<file path="src/rtl/core/tksel_pkg.sv">
// Package for the top-K largest selector: state enum, command and status structs,
// and fixed field widths. Depends on nothing.
`default_nettype none
package tksel_pkg;

  localparam int VALUE_W    = 32;
  localparam int RANK_W     = 4;
  localparam int KEEP_CFG_W = 5;
  localparam logic [KEEP_CFG_W-1:0] KEEP_RESET = 5'd10;

  typedef enum logic [0:0] {
    ST_COLLECT,
    ST_EMIT
  } tksel_state_t;

  typedef struct packed {
    logic insert;   // shift the input value into the row
    logic capture;  // latch the report count and clear the rank counter
    logic load;     // move the head of the row into the output register
  } tksel_cmd_t;

  typedef struct packed {
    logic last_pending;  // the next load is the final result of the set
    logic out_busy;      // output register holds a result that is not taken
  } tksel_sts_t;

endpackage
`default_nettype wire

</file>
<file path="src/rtl/core/tksel_ctrl.sv">
// Controller for the top-K largest selector: collect / emit state machine.
// Depends on tksel_pkg.
`default_nettype none
module tksel_ctrl (
  input  wire logic                clk,
  input  wire logic                rst,
  input  wire logic                in_valid,
  input  wire logic                last,
  output logic                     in_ready,
  input  wire tksel_pkg::tksel_sts_t sts,
  output tksel_pkg::tksel_cmd_t    cmd
);

  tksel_pkg::tksel_state_t state;
  tksel_pkg::tksel_state_t state_next;
  logic in_fire;

  assign in_ready = (state == tksel_pkg::ST_COLLECT);
  assign in_fire  = in_valid && in_ready;

  always_ff @(posedge clk) begin
    if (rst) begin
      state <= tksel_pkg::ST_COLLECT;
    end else begin
      state <= state_next;
    end
  end

  always_comb begin
    state_next = state;
    case (state)
      tksel_pkg::ST_COLLECT: begin
        if (in_fire && last) begin
          state_next = tksel_pkg::ST_EMIT;
        end
      end
      tksel_pkg::ST_EMIT: begin
        if (!sts.out_busy && sts.last_pending) begin
          state_next = tksel_pkg::ST_COLLECT;
        end
      end
      default: state_next = tksel_pkg::ST_COLLECT;
    endcase
  end

  always_comb begin
    cmd = '0;
    case (state)
      tksel_pkg::ST_COLLECT: begin
        cmd.insert  = in_fire;
        cmd.capture = in_fire && last;
      end
      tksel_pkg::ST_EMIT: begin
        cmd.load = !sts.out_busy;
      end
      default: cmd = '0;
    endcase
  end

endmodule
`default_nettype wire

</file>
<file path="src/rtl/core/tksel_datapath.sv">
// Datapath for the top-K largest selector: sorted shift-insert row of compare
// cells, keep count register, rank counter and output register. Depends on tksel_pkg.
`default_nettype none
module tksel_datapath #(
  parameter int KEEP_MAX = 16
) (
  input  wire logic                                   clk,
  input  wire logic                                   rst,
  input  wire tksel_pkg::tksel_cmd_t                  cmd,
  output tksel_pkg::tksel_sts_t                       sts,
  input  wire logic signed [tksel_pkg::VALUE_W-1:0]   value,
  input  wire logic                                   cfg_we,
  input  wire logic [tksel_pkg::KEEP_CFG_W-1:0]       cfg_data,
  output logic                                        out_valid,
  input  wire logic                                   out_ready,
  output logic signed [tksel_pkg::VALUE_W-1:0]        value_res,
  output logic [tksel_pkg::RANK_W-1:0]                rank,
  output logic                                        final_res
);

  localparam int VW = tksel_pkg::VALUE_W;
  localparam int RW = tksel_pkg::RANK_W;
  localparam int CFGW = tksel_pkg::KEEP_CFG_W;
  localparam int CW = $clog2(KEEP_MAX + 1);
  localparam int KW = (CW > CFGW) ? CW : CFGW;

  logic signed [VW-1:0] entry [KEEP_MAX];
  logic signed [VW-1:0] entry_ins [KEEP_MAX];
  logic [KEEP_MAX-1:0]  ge;
  logic [CW-1:0]        count;
  logic [CW-1:0]        count_ins;
  logic [CFGW-1:0]      keep_count;
  logic [KW-1:0]        k_eff;
  logic [KW-1:0]        n_wide;
  logic [CW-1:0]        n_q;
  logic [CW-1:0]        idx;

  // compare cells: ge is a thermometer over the valid prefix
  for (genvar i = 0; i < KEEP_MAX; i++) begin : g_cell
    assign ge[i] = (CW'(i) < count) && (entry[i] >= value);
    if (i == 0) begin : g_head
      assign entry_ins[i] = ge[i] ? entry[i] : value;
    end else begin : g_body
      assign entry_ins[i] = ge[i] ? entry[i] : (ge[i-1] ? value : entry[i-1]);
    end
  end

  assign count_ins = (count == CW'(KEEP_MAX)) ? count : count + CW'(1);

  always_comb begin
    k_eff = KW'(keep_count);
    if (k_eff == '0) begin
      k_eff = KW'(1);
    end else if (k_eff > KW'(KEEP_MAX)) begin
      k_eff = KW'(KEEP_MAX);
    end
    n_wide = (KW'(count_ins) < k_eff) ? KW'(count_ins) : k_eff;
  end

  assign sts.last_pending = ({1'b0, idx} + (CW + 1)'(1)) == {1'b0, n_q};
  assign sts.out_busy     = out_valid && !out_ready;

  always_ff @(posedge clk) begin
    if (rst) begin
      keep_count <= tksel_pkg::KEEP_RESET;
    end else if (cfg_we) begin
      keep_count <= cfg_data;
    end
  end

  always_ff @(posedge clk) begin
    if (rst) begin
      count <= '0;
    end else if (cmd.insert) begin
      count <= count_ins;
    end else if (cmd.load && sts.last_pending) begin
      count <= '0;
    end
  end

  always_ff @(posedge clk) begin
    if (cmd.insert) begin
      for (int i = 0; i < KEEP_MAX; i++) begin
        entry[i] <= entry_ins[i];
      end
    end else if (cmd.load) begin
      for (int i = 0; i < KEEP_MAX - 1; i++) begin
        entry[i] <= entry[i+1];
      end
    end
  end

  always_ff @(posedge clk) begin
    if (cmd.capture) begin
      n_q <= CW'(n_wide);
      idx <= '0;
    end else if (cmd.load) begin
      idx <= idx + CW'(1);
    end
  end

  always_ff @(posedge clk) begin
    if (rst) begin
      out_valid <= 1'b0;
    end else if (cmd.load) begin
      out_valid <= 1'b1;
    end else if (out_ready) begin
      out_valid <= 1'b0;
    end
  end

  always_ff @(posedge clk) begin
    if (cmd.load) begin
      value_res <= entry[0];
      rank      <= RW'(idx);
      final_res <= sts.last_pending;
    end
  end

endmodule
`default_nettype wire

</file>
<file path="src/rtl/core/top_k_largest_selector_core.sv">
// Top level of the top-K largest selector: controller plus datapath.
// Depends on tksel_pkg, tksel_ctrl, tksel_datapath.
//
// Usage:
//   Input channel (in_valid/in_ready, value, last) takes one signed value per
//   transaction. Every value is inserted into a sorted row of KEEP_MAX cells as
//   it is taken, so a data set streams in at one value per cycle.
//   The value marked last is inserted, then the block emits the kept values
//   from largest down on the output channel (out_valid/out_ready, value_res,
//   rank, final_res), min(loaded, keep_count) results, one per cycle when the
//   receiver is ready; final_res marks the last one. The first result is loaded
//   once the state has moved to emission and the output register is free.
//   in_ready is low during emission; it rises as the final result is loaded, so
//   the next set may start while that result still waits in the output register.
//   A stalled receiver holds the output register and pauses emission.
//   Config channel (cfg_valid/cfg_ready, cfg_data) writes keep_count;
//   0 acts as 1, values above KEEP_MAX act as KEEP_MAX. Write it only while idle.
//   Reset empties the row, drops any pending output and sets keep_count to 10.
`default_nettype none
module top_k_largest_selector_core #(
  parameter int KEEP_MAX = 16
) (
  input  wire logic                                 clk,
  input  wire logic                                 rst,
  input  wire logic                                 in_valid,
  output logic                                      in_ready,
  input  wire logic signed [tksel_pkg::VALUE_W-1:0] value,
  input  wire logic                                 last,
  output logic                                      out_valid,
  input  wire logic                                 out_ready,
  output logic signed [tksel_pkg::VALUE_W-1:0]      value_res,
  output logic [tksel_pkg::RANK_W-1:0]              rank,
  output logic                                      final_res,
  input  wire logic                                 cfg_valid,
  output logic                                      cfg_ready,
  input  wire logic [tksel_pkg::KEEP_CFG_W-1:0]     cfg_data
);

  tksel_pkg::tksel_cmd_t cmd;
  tksel_pkg::tksel_sts_t sts;

  assign cfg_ready = 1'b1;

  tksel_ctrl u_ctrl (
    .clk      (clk),
    .rst      (rst),
    .in_valid (in_valid),
    .last     (last),
    .in_ready (in_ready),
    .sts      (sts),
    .cmd      (cmd)
  );

  tksel_datapath #(
    .KEEP_MAX (KEEP_MAX)
  ) u_dp (
    .clk       (clk),
    .rst       (rst),
    .cmd       (cmd),
    .sts       (sts),
    .value     (value),
    .cfg_we    (cfg_valid && cfg_ready),
    .cfg_data  (cfg_data),
    .out_valid (out_valid),
    .out_ready (out_ready),
    .value_res (value_res),
    .rank      (rank),
    .final_res (final_res)
  );

endmodule
`default_nettype wire

</file>
<file path="config.mk">
export PLATFORM = sky130hd
export DESIGN_NAME = top_k_largest_selector_core
export DESIGN_NICKNAME = d
export VERILOG_FILES = /design/src/rtl/core/tksel_pkg.sv /design/src/rtl/core/tksel_ctrl.sv /design/src/rtl/core/tksel_datapath.sv /design/src/rtl/core/top_k_largest_selector_core.sv
export SDC_FILE = /design/constraint.sdc
export NUM_CORES = 2
export LEC_CHECK = 0
export BUFFER_PORTS_ARGS = -buffer_cell sky130_fd_sc_hd__buf_2
export CAP_MARGIN = 0
export CORE_MARGIN = 1
export CORE_UTILIZATION = 45
export DETAILED_ROUTE_END_ITERATION = 8
export PLACE_DENSITY = 0.57
export SKIP_CTS_REPAIR_TIMING = 1
export SLEW_MARGIN = 20
export SYNTH_ARGS = -nofsm -noshare
export SYNTH_HDL_FRONTEND = slang
export SYNTH_HIERARCHICAL = 1
export SYNTH_SLANG_ARGS = --single-unit
export TNS_END_PERCENT = 30
</file>
<file path="constraint.sdc">
create_clock -name clk -period 10.4 [get_ports clk]
set_clock_uncertainty 0.1 [all_clocks]
set_input_delay 1.56 -clock clk [delete_from_list [all_inputs] [get_ports clk]]
set_output_delay 1.56 -clock clk [all_outputs]
set_load 0.01 [all_outputs]
</file>
After elaboration in Yosys (flattened, before gate mapping)

Memories as Yosys holds them, arrays and structs flattened.
Cells that the tools add are included.

Memories kept: 1
Register bits: 59
Word-level logic and storage cells: 155
Bits in writable memories: 512

Memories:

| name       | depth | width | read ports | clocked after Yosys merged registers in | wr ports | line                 | text |
|---|---|---|---|---|---|---|---|
| u_dp.entry | 16    | 32    | 16         | 0                                       | 16       | tksel_datapath.sv:27 | `logic signed [VW-1:0] entry [KEEP_MAX];` |

Mux-type cells: 64
Magnitude comparators: 34
Add/subtract/negate cells: 3
Bitwise gates (word level): 16
Equal/unequal tests: 2
Reductions and logical operators: 26

Operators with widths:

| operator            | number |
|---|---|
| $mux 32             | 46 |
| $ge 32x32->1        | 16 |
| $lt 4x5->1 const A  | 8 |
| $mux 5              | 6 |
| $logic_and 1x1->1   | 21 |
| $lt 3x5->1 const A  | 4 |
| $or 1x1->1          | 15 |
| $add 5x1->5 const B | 2 |
| $lt 1x5->1 const A  | 2 |
| $lt 2x5->1 const A  | 2 |
| $mux 1              | 10 |
| $add 5x1->6 const B | 1 |
| $eq 6x5->1          | 1 |
| $eq 5x5->1 const B  | 1 |
| $gt 5x5->1 const B  | 1 |
| $logic_not 5->1     | 1 |
| $lt 5x5->1          | 1 |
| $reduce_bool 2->1   | 2 |
| $logic_not 1->1     | 2 |
| $mux 2              | 1 |
| $pmux 1 s2          | 1 |
| $not 1->1           | 1 |

Logic depth before layout (Yosys ltp)

Word-level depth: 8
Mapped depth: 13

By module

Netlist, hierarchy kept.

Modules (own cells, without submodules):

| module                      | sequential area each (um^2) | area each (um^2) | cells each | instances |
|---|---|---|---|---|
| tksel_datapath              | 16956.3                     | 39375.3          | 3731       | 1 |
| tksel_ctrl                  | 20.0                        | 65.1             | 8          | 1 |
| top_k_largest_selector_core | 0.0                         | 11.3             | 2          | 1 |

Worst setup path before layout

OpenSTA, ideal clock, no wires.

Path kind: input -> register
Start point: input port value[27] in the netlist's numbering
End point: memory u_dp/entry[6][0] in the netlist's numbering, enable pin
Buffers on the path: 3
Required time: 9834 ps
Arrival: 6114 ps
Stages: 12
Path slack: 3720 ps
Cell sequence: clkbuf_1 inv_1 ha_1 a21oi_1 o21ai_0 a211oi_1 o31ai_1 a311o_1 o21a_1 buf_2 buf_2 o21ai_0

RTL lines:

| element            | line                              | text |
|---|---|---|
| start: declaration | top_k_largest_selector_core.sv:27 | `input wire logic signed [tksel_pkg::VALUE_W-1:0] value,` |
| end: declaration   | tksel_datapath.sv:27              |  |

==> summary.md <==
| Metric | Value |
|---|---|
| Yosys warns | `6` |
| Initial antenna violation count | `3` |
| Clock sinks | `571` |
| # fillers | `7,933` |
| Syn nets | `4,303` |
| Maximum vdd drop | `0.1465 mV` |
| Synth top area cells | `edfxtp_1 42%, ha_1 16%, mux2i_1 11%` |
| Post-route ant nets | `0` |
| Total placed cells including tap cells | `4,836` |
| Top-count cell post-synth | `edfxtp_1` |
| Clock period minus worst slack | `5.703 ns` |
| Max-Cap Viols | `0` |
| Relative slew margins | `25.85%` |
| Die height | `298.1 µm` |
| WL final | `110,800 µm` |
| CTS Buf Count | `70` |
| Yosys top cell area share | `42.17%` |
| CP top delay family | `compound AO/OA/AOI/OAI gates` |
| CP bufs+invs | `3` |
| Final Non-Filler Cells | `4,965` |
| Area Overhead vs Synth | `9.575%` |
| Drt first pass iters | `6` |
| Slew @ Worst Pin | `1.111 ns` |
| Vias in the first global route | `28,460` |
| Share of total power in the clock network | `33.8%` |
| Port Buffer Count | `81` |
| Post-Route Hold Slack | `0.3911 ns` |
| Starting Density | `45.48%` |
| Die Wd | `298.1 µm` |
| RSZ-0062 raised after global routing | `false` |
| CP max FO | `33` |
| WL/cell | `22.31 µm` |
| Hold/Removal Path Class | `reg2reg` |
| Core ar. | `86,750 µm²` |
| Worst-case clock buffer depth | `3` |
| Worst setup EP type | `flop` |
| Slowest cell on crit path | `o21ai_4` |
| Synthesis-stage register bit count | `571` |
| Avg Inst Size Synth | `10.55 µm²` |
| GR Overflow Total | `0` |
| Die area | `88,860 µm²` |
| Vias per inst | `5.878` |
| Pin count of the biggest net entering global routing | `235` |
| Max incr delay on CP | `0.86 ns` |
| Yosys top cell by area | `edfxtp_1` |
| Yosys cell types | `83` |
| Crit Path Category | `in2reg` |
| EDFF count, synth | `554` |
| Crit path launch type | `input port` |
| Global-route wire length before repair | `170,300 µm` |
| Row cnt | `108` |
| Final max-slew violation count | `0` |
| Layout cells sized above 1 | `8.086%` |
| Fin crit share | `54.83%` |
| Cell area after layout | `43,230 µm²` |
| Final net count | `4,316` |
| CTS tree | `yes` |
| Hold Fails Final Rpt | `0` |
| P per Cell Area | `166.9 nW/µm²` |
| Worst EP arrival | `5.91 ns` |
| DR vias | `29,190` |
| Synth Cell Area | `39,450 µm²` |
| Tot GR Track Use | `24.53%` |
| Sequential share of power | `45.0%` |
| Crit path required time | `10.61 ns` |
| Most used cell, CP | `a21oi_1` |
| Post-DP HPWL | `81,020 µm` |
| GPL Wtd Cong | `0.8806` |
| Drt drc | `0` |
| Sw Pwr | `2.221 mW` |
| H-tree depth | `3` |
| Sequential fraction of the synthesis area | `43.03%` |
| Post-layout total power | `7.216 mW` |
| IO Count | `83` |
| Status | `finished, final reports clean` |
| Initial DRC count | `2,418` |
| Crit-path cells | `buf_2, inv_1, ha_1, a21oi_1, nand2_1, a21oi_1, nor4b_1, o32a_1, nand2_2, o21ai_4, buf_16` |
| TNS Setup | `0 ns` |
| Root Driver | `clkbuf_16` |
| Synth top cells by count | `554 x edfxtp_1, 519 x ha_1, 447 x mux2i_1` |
| Net Sw Frac | `30.78%` |
| Async set-reset flop share out of synthesis | `0%` |
| FMAX | `0.1754 GHz` |
| Setup Viol. Count Final | `0` |
| Combinational power share | `21.2%` |
| Clock transition at path regs | `0.06 ns` |
| Leading register cell type out of synthesis | `edfxtp_1` |
| Syn Inst Count | `3,741` |
| DP Area | `40,960 µm²` |
| Clock Latency Late Sink | `0.63 ns` |
| Internal power | `4.995 mW` |
| Pleak | `17.25 nW` |
[cells by family (layout without fill, tap and decap cells)]
family	count (synthesis)	in the layout	share of synthesized area [%]
fa+ha+maj	519	519	16.46
simple gates	950	950	11.11
mux	480	480	12.28
xor+xnor	12	12	0.2664
compound gates	939	939	13.68
buf+inv	269	337	3.162
flops	571	571	43.03
other cells	1	2	0.009505
[through the flow]
step	utilization, %	setup slack [ns]
global placement	47.18	3.868
CTS	49.79	4.419
detailed placement	47.21	3.781
finish	49.83	4.697
floorplan	-	3.720
global route	49.83	4.314
[cell usage in the layout, fill, tap and decap left out, drive strengths merged, types with 27 or more instances in the layout]
cell type / n
inv: 75
nand4: 122
nor2b: 28
mux2i: 447
ha: 519
buf: 138
clkbuf: 89
a21oi: 348
nor2: 214
a21o: 77
clkinv: 27
mux2: 33
edfxtp: 554
nand2: 418
nand3: 70
o21ai: 372
[power by group through the flow]
| stage | registers [mW] | logic (mW) | clock network [mW] |
|---|---|---|---|
| after floorplan | 3.18 | 1.08 | 0 |
| after global placement | 3.29 | 1.48 | 0 |
| after detailed placement | 3.28 | 1.52 | 0 |
| after CTS | 3.24 | 1.52 | 2.50 |
| after global routing | 3.28 | 1.74 | 2.59 |
| final | 3.25 | 1.53 | 2.44 |
[flip-flops by register name (all words and copies together), names as in the netlist]
| register | cells |
|---|---|
| u_ctrl/state | 1 |
| u_dp/count | 5 |
| u_dp/entry | 512 |
| u_dp/final_res | 1 |
| u_dp/idx | 5 |
| u_dp/keep_count | 5 |
| u_dp/n_q | 5 |
| u_dp/out_valid | 1 |
| u_dp/rank | 4 |
| u_dp/value_res | 32 |
[metal layers]
metal / vias to the layer above / wire length (µm) / track usage, %
li1: 14260 / - / -
met1: 14040 / 51950 / 34.50
met2: 740 / 50510 / 39.36
met3: 149 / 4889 / 2.319
met4: 0 / 3407 / 8.596
met5: - / 0 / 0
[layout make-up]
cell class / count / area [µm²] / area share, %
timing repair buffer: 138 / 910.9 / 2.107
inverter: 72 / 270.3 / 0.6252
antenna: 1 / 2.502 / 0.005789
clock inverter: 38 / 352.8 / 0.8162
sequential: 571 / 16980 / 39.27
clock buffer: 89 / 1886 / 4.362
tap: 1155 / 1445 / 3.343
multi-input combinational: 2901 / 21390 / 49.47
[worst paths after layout]
path / startpoint / to / slack (ns) / cells after the start
max: value[14] / u_dp/entry[8][11] / 4.70 / 11
min: u_dp/entry[0][3] / u_dp/value_res[3] / 0.39 / 0
max reg2reg: u_ctrl/state / u_dp/entry[1][16] / 5.75 / 7
min reg2reg: u_dp/entry[0][3] / u_dp/value_res[3] / 0.39 / 0
(Power assumes the default switching activity.)
